$ cat config.mk
export PLATFORM = sky130hd
export DESIGN_NAME = btpl_front
export DESIGN_NICKNAME = d
export VERILOG_FILES = /design/src/btpl_pkg.sv /design/src/btpl_front.sv
export SDC_FILE = /design/constraint.sdc
export NUM_CORES = 1
export LEC_CHECK = 0
export BUFFER_PORTS_ARGS = -buffer_cell sky130_fd_sc_hd__buf_2
export CAP_MARGIN = 20
export CORE_MARGIN = 2
export CORE_UTILIZATION = 35
export CTS_CLUSTER_DIAMETER = 50
export DETAILED_ROUTE_END_ITERATION = 7
export PLACE_DENSITY = 0.68
export SLEW_MARGIN = 20
export SYNTH_ARGS = -nofsm -noshare
export SYNTH_HDL_FRONTEND = slang
export SYNTH_SLANG_ARGS = --single-unit
$ cat constraint.sdc
create_clock -name clk -period 7.4 [get_ports clk]
set_clock_uncertainty 0.2 [all_clocks]
set_input_delay 1.11 -clock clk [delete_from_list [all_inputs] [get_ports clk]]
set_output_delay 1.11 -clock clk [all_outputs]
set_load 0.01 [all_outputs]
$ cat src/btpl_pkg.sv
// ----------------------------------------------------------------------------
// btpl_pkg
// types and constants of the box table point lookup
// ----------------------------------------------------------------------------
package btpl_pkg;

  localparam int MaxBoxes = 1024;
  localparam int IdxW     = $clog2(MaxBoxes);
  localparam int CntW     = $clog2(MaxBoxes + 1);
  localparam int CoordW   = 24;
  localparam int DiagW    = 52;

  localparam logic [1:0] CMD_CLEAR  = 2'd0;
  localparam logic [1:0] CMD_APPEND = 2'd1;
  localparam logic [1:0] CMD_QUERY  = 2'd2;
  localparam logic [1:0] CMD_NONE   = 2'd3;

  localparam logic [1:0] ST_DONE   = 2'd0;
  localparam logic [1:0] ST_MISS   = 2'd1;
  localparam logic [1:0] ST_REJECT = 2'd2;
  localparam logic [1:0] ST_FULL   = 2'd3;

  // item passed from front to back
  typedef struct packed {
    logic [1:0]               cmd;
    logic [15:0]              box_id;
    logic [7:0]               box_level;
    logic                     box_ok;
    logic signed [CoordW-1:0] ax;
    logic signed [CoordW-1:0] ay;
    logic signed [CoordW-1:0] az;
    logic signed [CoordW-1:0] bx;
    logic signed [CoordW-1:0] by;
    logic signed [CoordW-1:0] bz;
  } btpl_item_t;

  typedef struct packed {
    logic [1:0]      status;
    logic [15:0]     hit_id;
    logic [CntW-1:0] hit_count;
  } btpl_result_t;

endpackage

$ cat src/btpl_front.sv
// ----------------------------------------------------------------------------
// btpl_front
// two-entry queue toward the back end
// ----------------------------------------------------------------------------
module btpl_front import btpl_pkg::*; (
  input  logic       clk,
  input  logic       rst,
  input  logic       in_valid,
  output logic       in_stall,
  input  btpl_item_t in_item,
  output logic       q_valid,
  input  logic       q_take,
  output btpl_item_t q_item
);

  btpl_item_t  slots [2];
  logic        wr_ptr;
  logic        rd_ptr;
  logic [1:0]  fill;
  logic        push;
  logic        pop;

  assign in_stall = (fill == 2'd2);
  assign push     = in_valid && !in_stall;
  assign q_valid  = (fill != 2'd0);
  assign pop      = q_valid && q_take;
  assign q_item   = slots[rd_ptr];

  always_ff @(posedge clk) begin
    if (push) begin
      slots[wr_ptr] <= in_item;
    end
  end

  always_ff @(posedge clk) begin
    if (rst) begin
      wr_ptr <= 1'b0;
      rd_ptr <= 1'b0;
      fill   <= 2'd0;
    end else begin
      if (push) wr_ptr <= ~wr_ptr;
      if (pop) rd_ptr <= ~rd_ptr;
      fill <= fill + {1'b0, push} - {1'b0, pop};
    end
  end

endmodule

==> key figures, run 1 <==
Outcome
  – Outcome: finished, final reports clean

Power and ir drop
  – Logic pwr share: 22.1%
  – Register share of total power: 43.7%
  – Sw Ratio: 25.7%
  – Pleak: 0.00631 uW
  – Cell internal pwr: around 4300 uW
  – Psw: 1480 uW
  – Power Density: 349 nW/um^2
  – Max VDD drop: 0.270 mV
  – Clock share of power: between 30% and 40%

Placement
  – Placed inst area: about 15,000 sq um
  – Place WS: 3.85 ns
  – Inst Count DP: 1,359
  – Post-DP HPWL: 16,800 um
  – PortBufs: roughly 350
  – Final Wtd Congestion: just over 0.7

Clock network
  – Clk sink count: 347
  – TritonCTS clock tree: yes
  – Clk Latency, worst-skew pair: 0.53 ns
  – Worst-path clk slew: 0.06 ns
  – Num CTS Buffers: 40
  – Post-cts resize count: 0
  – Hold buffer count at CTS: 0
  – Post-CTS Setup Bufs: 0
  – H-tree depth: 2
  – Root Driver: clkbuf_16
  – Clock Path Buffers: 3

Synth
  – Area leader, netlist: edfxtp_1
  – Post-synthesis sequential element count: 347
  – Synth area leaders: edfxtp_1 (79%), mux2_4 (10%), mux2_2 (7.1%), buf_6 (0.96%), dfxtp_1 (0.77%)
  – Share of the synthesized area in the top cell type: 79.4%
  – Seq/Total Area, Yosys: 80.2%
  – Cell Area, Synth: 12,900 sq um
  – Synth Net Count: 735
  – Cells after Synth: 558
  – Avg Cell Area, Syn: around 23 sq um
  – Synth warn: 0
  – Synth cell types: 20

Final layout
  – Layout area overhead: 27.6%
  – Fillcell total: ~3,200
  – Post-Layout Inst Area: around 16,000 sq um
  – Nets: 1,110
  – Share of cells above drive strength 1: 61.0%
  – Footprint of the multi-input gates: 2380 sq um
  – Post-Layout Cell Count: 1,431
  – Sequential cell area: 10,400 sq um

Critical path
  – Critical Path Slowest Stage Cell: buf_4
  – Worst path buffer plus inverter count: 2
  – CP required: 6.09 ns
  – Crit-path leading delay family: buffers and inverters
  – Worst setup EP type: output port
  – Reg2reg path depth: 5
  – Crit path kind: register to output port
  – Worst Path Max Fanout: 62
  – Worst reg2reg setup slack: about 4.6 ns
  – Startpoint class of the critical path: register
  – Critical path, cell by cell: buf_4 > mux2_2 > buf_2
  – CP max stage delay: 0.89 ns
  – RR Startpoint: fill[0]
  – Reg2reg end: slots[0][64]
  – CP arrival: 2.76 ns

Floorplanning
  – Chip width: 196 um
  – Full die area: 38,500 sq um
  – Core area: 36,500 sq um
  – Initial core utilization: 35.4%
  – Row Count: 70
  – IO Count: about 350
  – Die Height: roughly 200 um

Min path
  – HP Class: register to register
  – Hold endpoint: wr_ptr
  – Hold Startpoint: wr_ptr
  – Worst Hold Depth: 2

Detailed routing
  – Vias: 6,424
  – DRC: 0
  – First DRT Iteration DRCs: 199
  – Routed len/inst: 17.9 um
  – Pre-Repair DR Iteration Count: 4
  – Drt total wl: 25,700 um
  – Final ANT Viol Nets: 0
  – Average via count per standard cell: 4.49

STA
  – Max Fclk: roughly 250 MHz
  – Final setup viols: 0
  – Setup TNS: 0 ns
  – Actual slew at the worst max-slew pin: approximately 1.1 ns
  – Final Hold Vio Count: 0
  – Final min period: 4.07 ns
  – Hold slack final: around 0.3 ns
  – Unrepaired setup endpoints after global routing: false
  – Final period util: 55.0%
  – Slew HR: 26.5%
  – Final worst slack: 3.33 ns
  – Pins Over Slew Limit: 0

Global route
  – Largest net degree at the start of global routing: 91
  – Vias in the first global route: about 7,000
  – Initial antenna violation count: 3
  – Total gr overflow: 0
  – Total Routing Usage GR: 13.0%
  – First-pass GRT wire length: 38,100 um

Run
  – Max-cap violation count: 0
kinds of logic after synthesis:
kind of cell    synth area share [%]
mux                             17.5
flops                           80.2
xor+xnor                       0.203
simple gates                   0.358
fa+ha+maj                      0.194
buf+inv                         1.38
compound gates                 0.135
flip-flops by register name (all words and copies together), names as in the netlist, named ones only:
name and flops:
slots 342, fill 2, rd_ptr 1, wr_ptr 1
worst register-to-register path, delay by kind of cell, from the launching register on:
family,cells,cell delay (ns)
buffers and inverters,3,1.25
flip-flops,1,0.36
AND/OR/NAND/NOR,2,0.60
placed cells by master (no fill, tap or decap), drive strengths merged, types with 3 or more instances in the layout:
master,instances
buf,352
edfxtp,342
mux2,171
nor2,3
dfxtp,5
clkbuf,50
bufinv,5
clkinv,10
inv,9
synth_stat cells (all sizes together):
master,number
a21oi,1
and3,1
buf,19
dfxtp,5
edfxtp,342
ha,2
inv,4
mux2,171
nand2,1
nand2b,1
nor2,3
nor2b,1
o21a,1
o21ai,1
or2,1
or3,1
xnor2,2
xor2,1
power by group through the flow:
stage / sequential, uW / clock [uW] / combinational (uW)
2_1_floorplan: 2560 / 0 / 871
3_3_place_gp: 2550 / 0 / 1290
3_5_place_dp: 2560 / 0 / 1300
4_1_cts: 2520 / 2040 / 1300
5_1_grt: 2540 / 2110 / 1370
6_report: 2520 / 1970 / 1270
worst max path at each step:
stage             endpoint  cells past startpoint  slack (ns)
2_1_floorplan  slots[1][0]                      1        1.57
3_3_place_gp   q_item[170]                      3        3.90
3_5_place_dp    q_item[14]                      3        3.85
4_1_cts         q_item[14]                      3        3.27
5_1_grt         q_item[14]                      3        3.18
6_report        q_item[14]                      3        3.33
routing by layer:
layer / part of all wire, % / vias up / GRT usage [%]
li1: - / 2983 / -
met3: 8.8 / 52 / 4.74
met2: 49 / 260 / 21.9
met5: 0 / - / 0
met4: 3.2 / 0 / 6.03
met1: 39 / 3129 / 14.9
metrics by stage:
step                      utilization [%]  total power, uW
after global placement               41.5             3840
after global routing                 45.2             6010
final                                45.2             5760
after CTS                            45.2             5860
after detailed placement             41.5             3860
after floorplan                         -             3430
final cells by class:
class / instances / area share (%)
clock buffer: 50 / 6.48
clock inverter: 20 / 1.59
multi-input combinational: 188 / 14.4
antenna: 2 / 0.0303
sequential: 347 / 62.9
tap: 468 / 3.55
timing repair buffer: 352 / 10.9
inverter: 4 / 0.121
Power figures use the tool's default switching activity.
==> run 2: changes to the inputs <==
clock period = 4 ns   (was 7.4 ns; I/O delays follow)
==> run 2 against run 1 <==
Compared with the run above: non-clock buffer count up 33; design area up 1.4%; combinational power grew 94%; clock power grew 69%; register-to-register slack worse by 2.8 ns; worst setup slack got worse by 2.0 ns; wire length rose by 0.95%; clock-buffer cell count fell by 2; worst hold slack worse by 0.26 ns; first-iteration DRC count up 47%; sequential share of layout area shrank 0.90 points; final cell count rose by 2.3%; critical path type unchanged; largest cell class unchanged.
==> key figures, run 2 (synthesis gave the netlist of run 1 again) <==
Final layout
  – Nets: 1,143
  – Largest reg by FF count: slots
  – Top flop regs: slots (342), fill (2)
  – Most common cell after layout, fill and taps aside: buf_2
  – Share of cells above drive strength 1: 59.0%
  – Max FFs per register: roughly 340
  – Commonest non-fill, non-tap cells in the layout: buf_2 (347), edfxtp_1 (342), mux2_4 (90), mux2_2 (81), clkbuf_16 (41)
  – Layout area overhead: 29.5%
  – Antenna Diode Count: 0

Clock network
  – Clk sink count: 347
  – H-tree depth: 2
  – Root Driver: clkbuf_16
  – TritonCTS clock tree: yes
  – Clock Path Buffers: 3
  – Post-cts resize count: 0
  – Worst-path clk slew: approximately 0.060 ns
  – Hold buffer count at CTS: 30
  – Clk Latency, worst-skew pair: 0.55 ns
  – Num CTS Buffers: 40
  – Post-CTS Setup Bufs: 0

STA
  – Setup TNS: 0 ns
  – Pins Over Slew Limit: 0
  – Max Fclk: about 370 MHz
  – Unrepaired setup endpoints after global routing: false
  – Final setup viols: 0
  – Final Hold Vio Count: 0
  – Final min period: 2.70 ns
  – Final period util: 67.5%
  – Actual slew at the worst max-slew pin: 0.733 ns
  – Slew HR: 51.1%

Floorplanning
  – Chip width: 196 um
  – IO Count: ~350
  – Initial core utilization: 35.4%
  – Die Height: between 150 and 200 um
  – Row Count: 70
  – Full die area: 38,500 sq um
  – Core area: ~37,000 sq um

Critical path
  – Worst Path Max Fanout: 68
  – Worst setup EP type: output port
  – CP required: roughly 3.2 ns
  – Crit path kind: register to output port
  – CP arrival: 1.90 ns
  – Startpoint class of the critical path: register

Placement
  – PortBufs: 347
  – Post-DP HPWL: 16,900 um
  – Final Wtd Congestion: 0.719

Detailed routing
  – DRC: 0
  – Pre-Repair DR Iteration Count: 4
  – Drt total wl: 25,900 um
  – Vias: 6,554
  – First DRT Iteration DRCs: 292
  – Average via count per standard cell: 4.48
  – Final ANT Viol Nets: 0
  – Routed len/inst: 17.7 um

Global route
  – Total gr overflow: 0
  – First-pass GRT wire length: between 30,000 and 40,000 um
  – Largest net degree at the start of global routing: 123
  – Vias in the first global route: 6,784
  – Total Routing Usage GR: about an eighth
  – Initial antenna violation count: 4

Power and ir drop
  – Power Density: 621 nW/um^2
  – Max VDD drop: 0.565 mV
  – Total Power: 10,400 uW
  – Pleak: 0.00639 uW

Run
  – Max-cap violation count: 0

Min path
  – HP Class: primary input to register

Outcome
  – Outcome: finished, final reports clean
run 2: cell count changes in the layout (fill, tap and decap cells not counted), sizes merged:
cell / before / now
dlygate4sd3: 0 / 30
clkinv: 10 / 15
bufinv: 5 / 0
diode: 2 / 0
buf: 352 / 355
clkbuf: 50 / 48
clkinvlp: 0 / 4
run 2: routing by layer:
metal | wire [um] | track usage, % | up-vias
li1 | - | - | 3039
met1 | 10600 | 15.4 | 3188
met2 | 12200 | 21.0 | 272
met3 | 2460 | 5.81 | 49
met4 | 605 | 4.38 | 6
met5 | 42 | 0 | -
run 2: area by class of cell:
cell class | instances | area [sq um]
Fill cell | 3142 | 19800
Clock buffer | 48 | 1060
Tap cell | 468 | 586
Inverter | 4 | 18.8
Multi-Input combinational cell | 188 | 2380
Timing Repair Buffer | 385 | 2160
Sequential cell | 347 | 10400
Clock inverter | 24 | 154
run 2: metrics by stage:
step                      std cells  area [sq um]  utilization [%]  worst slack (ns)  hold WS, ns
after floorplan                 558         12900                -            0.0800        0.251
after global placement         1362         15200             41.7              1.52        0.286
after detailed placement       1362         15200             41.7              1.51        0.314
after CTS                      1464         16700             45.8              1.20     0.000522
after global routing           1464         16700             45.8              1.20      0.00769
final                          1464         16700             45.8              1.30       0.0451
run 2: final timing paths:
| path | start | endpoint | slack [ns] | cells past startpoint |
|---|---|---|---|---|
| max | register | q_item[11] | 1.30 | 3 |
| max reg2reg | fill[0] | slots[1][138] | 1.70 | 3 |
| min reg2reg | wr_ptr | wr_ptr | 0.30 | 2 |
| min | in_item[170] | slots[1][170] | 0.05 | 1 |
run 2: power breakdown:
group          internal (uW)  switching [uW]  total, uW
sequential              4510             103       4620
clock                   1910            1410       3320
combinational           1190            1260       2460
run 2: critical path, stage by stage (launching register included):
cell and delay, ns:
dfxtp_4 0.40, buf_12 0.33, mux2_2 0.42, buf_2 0.15
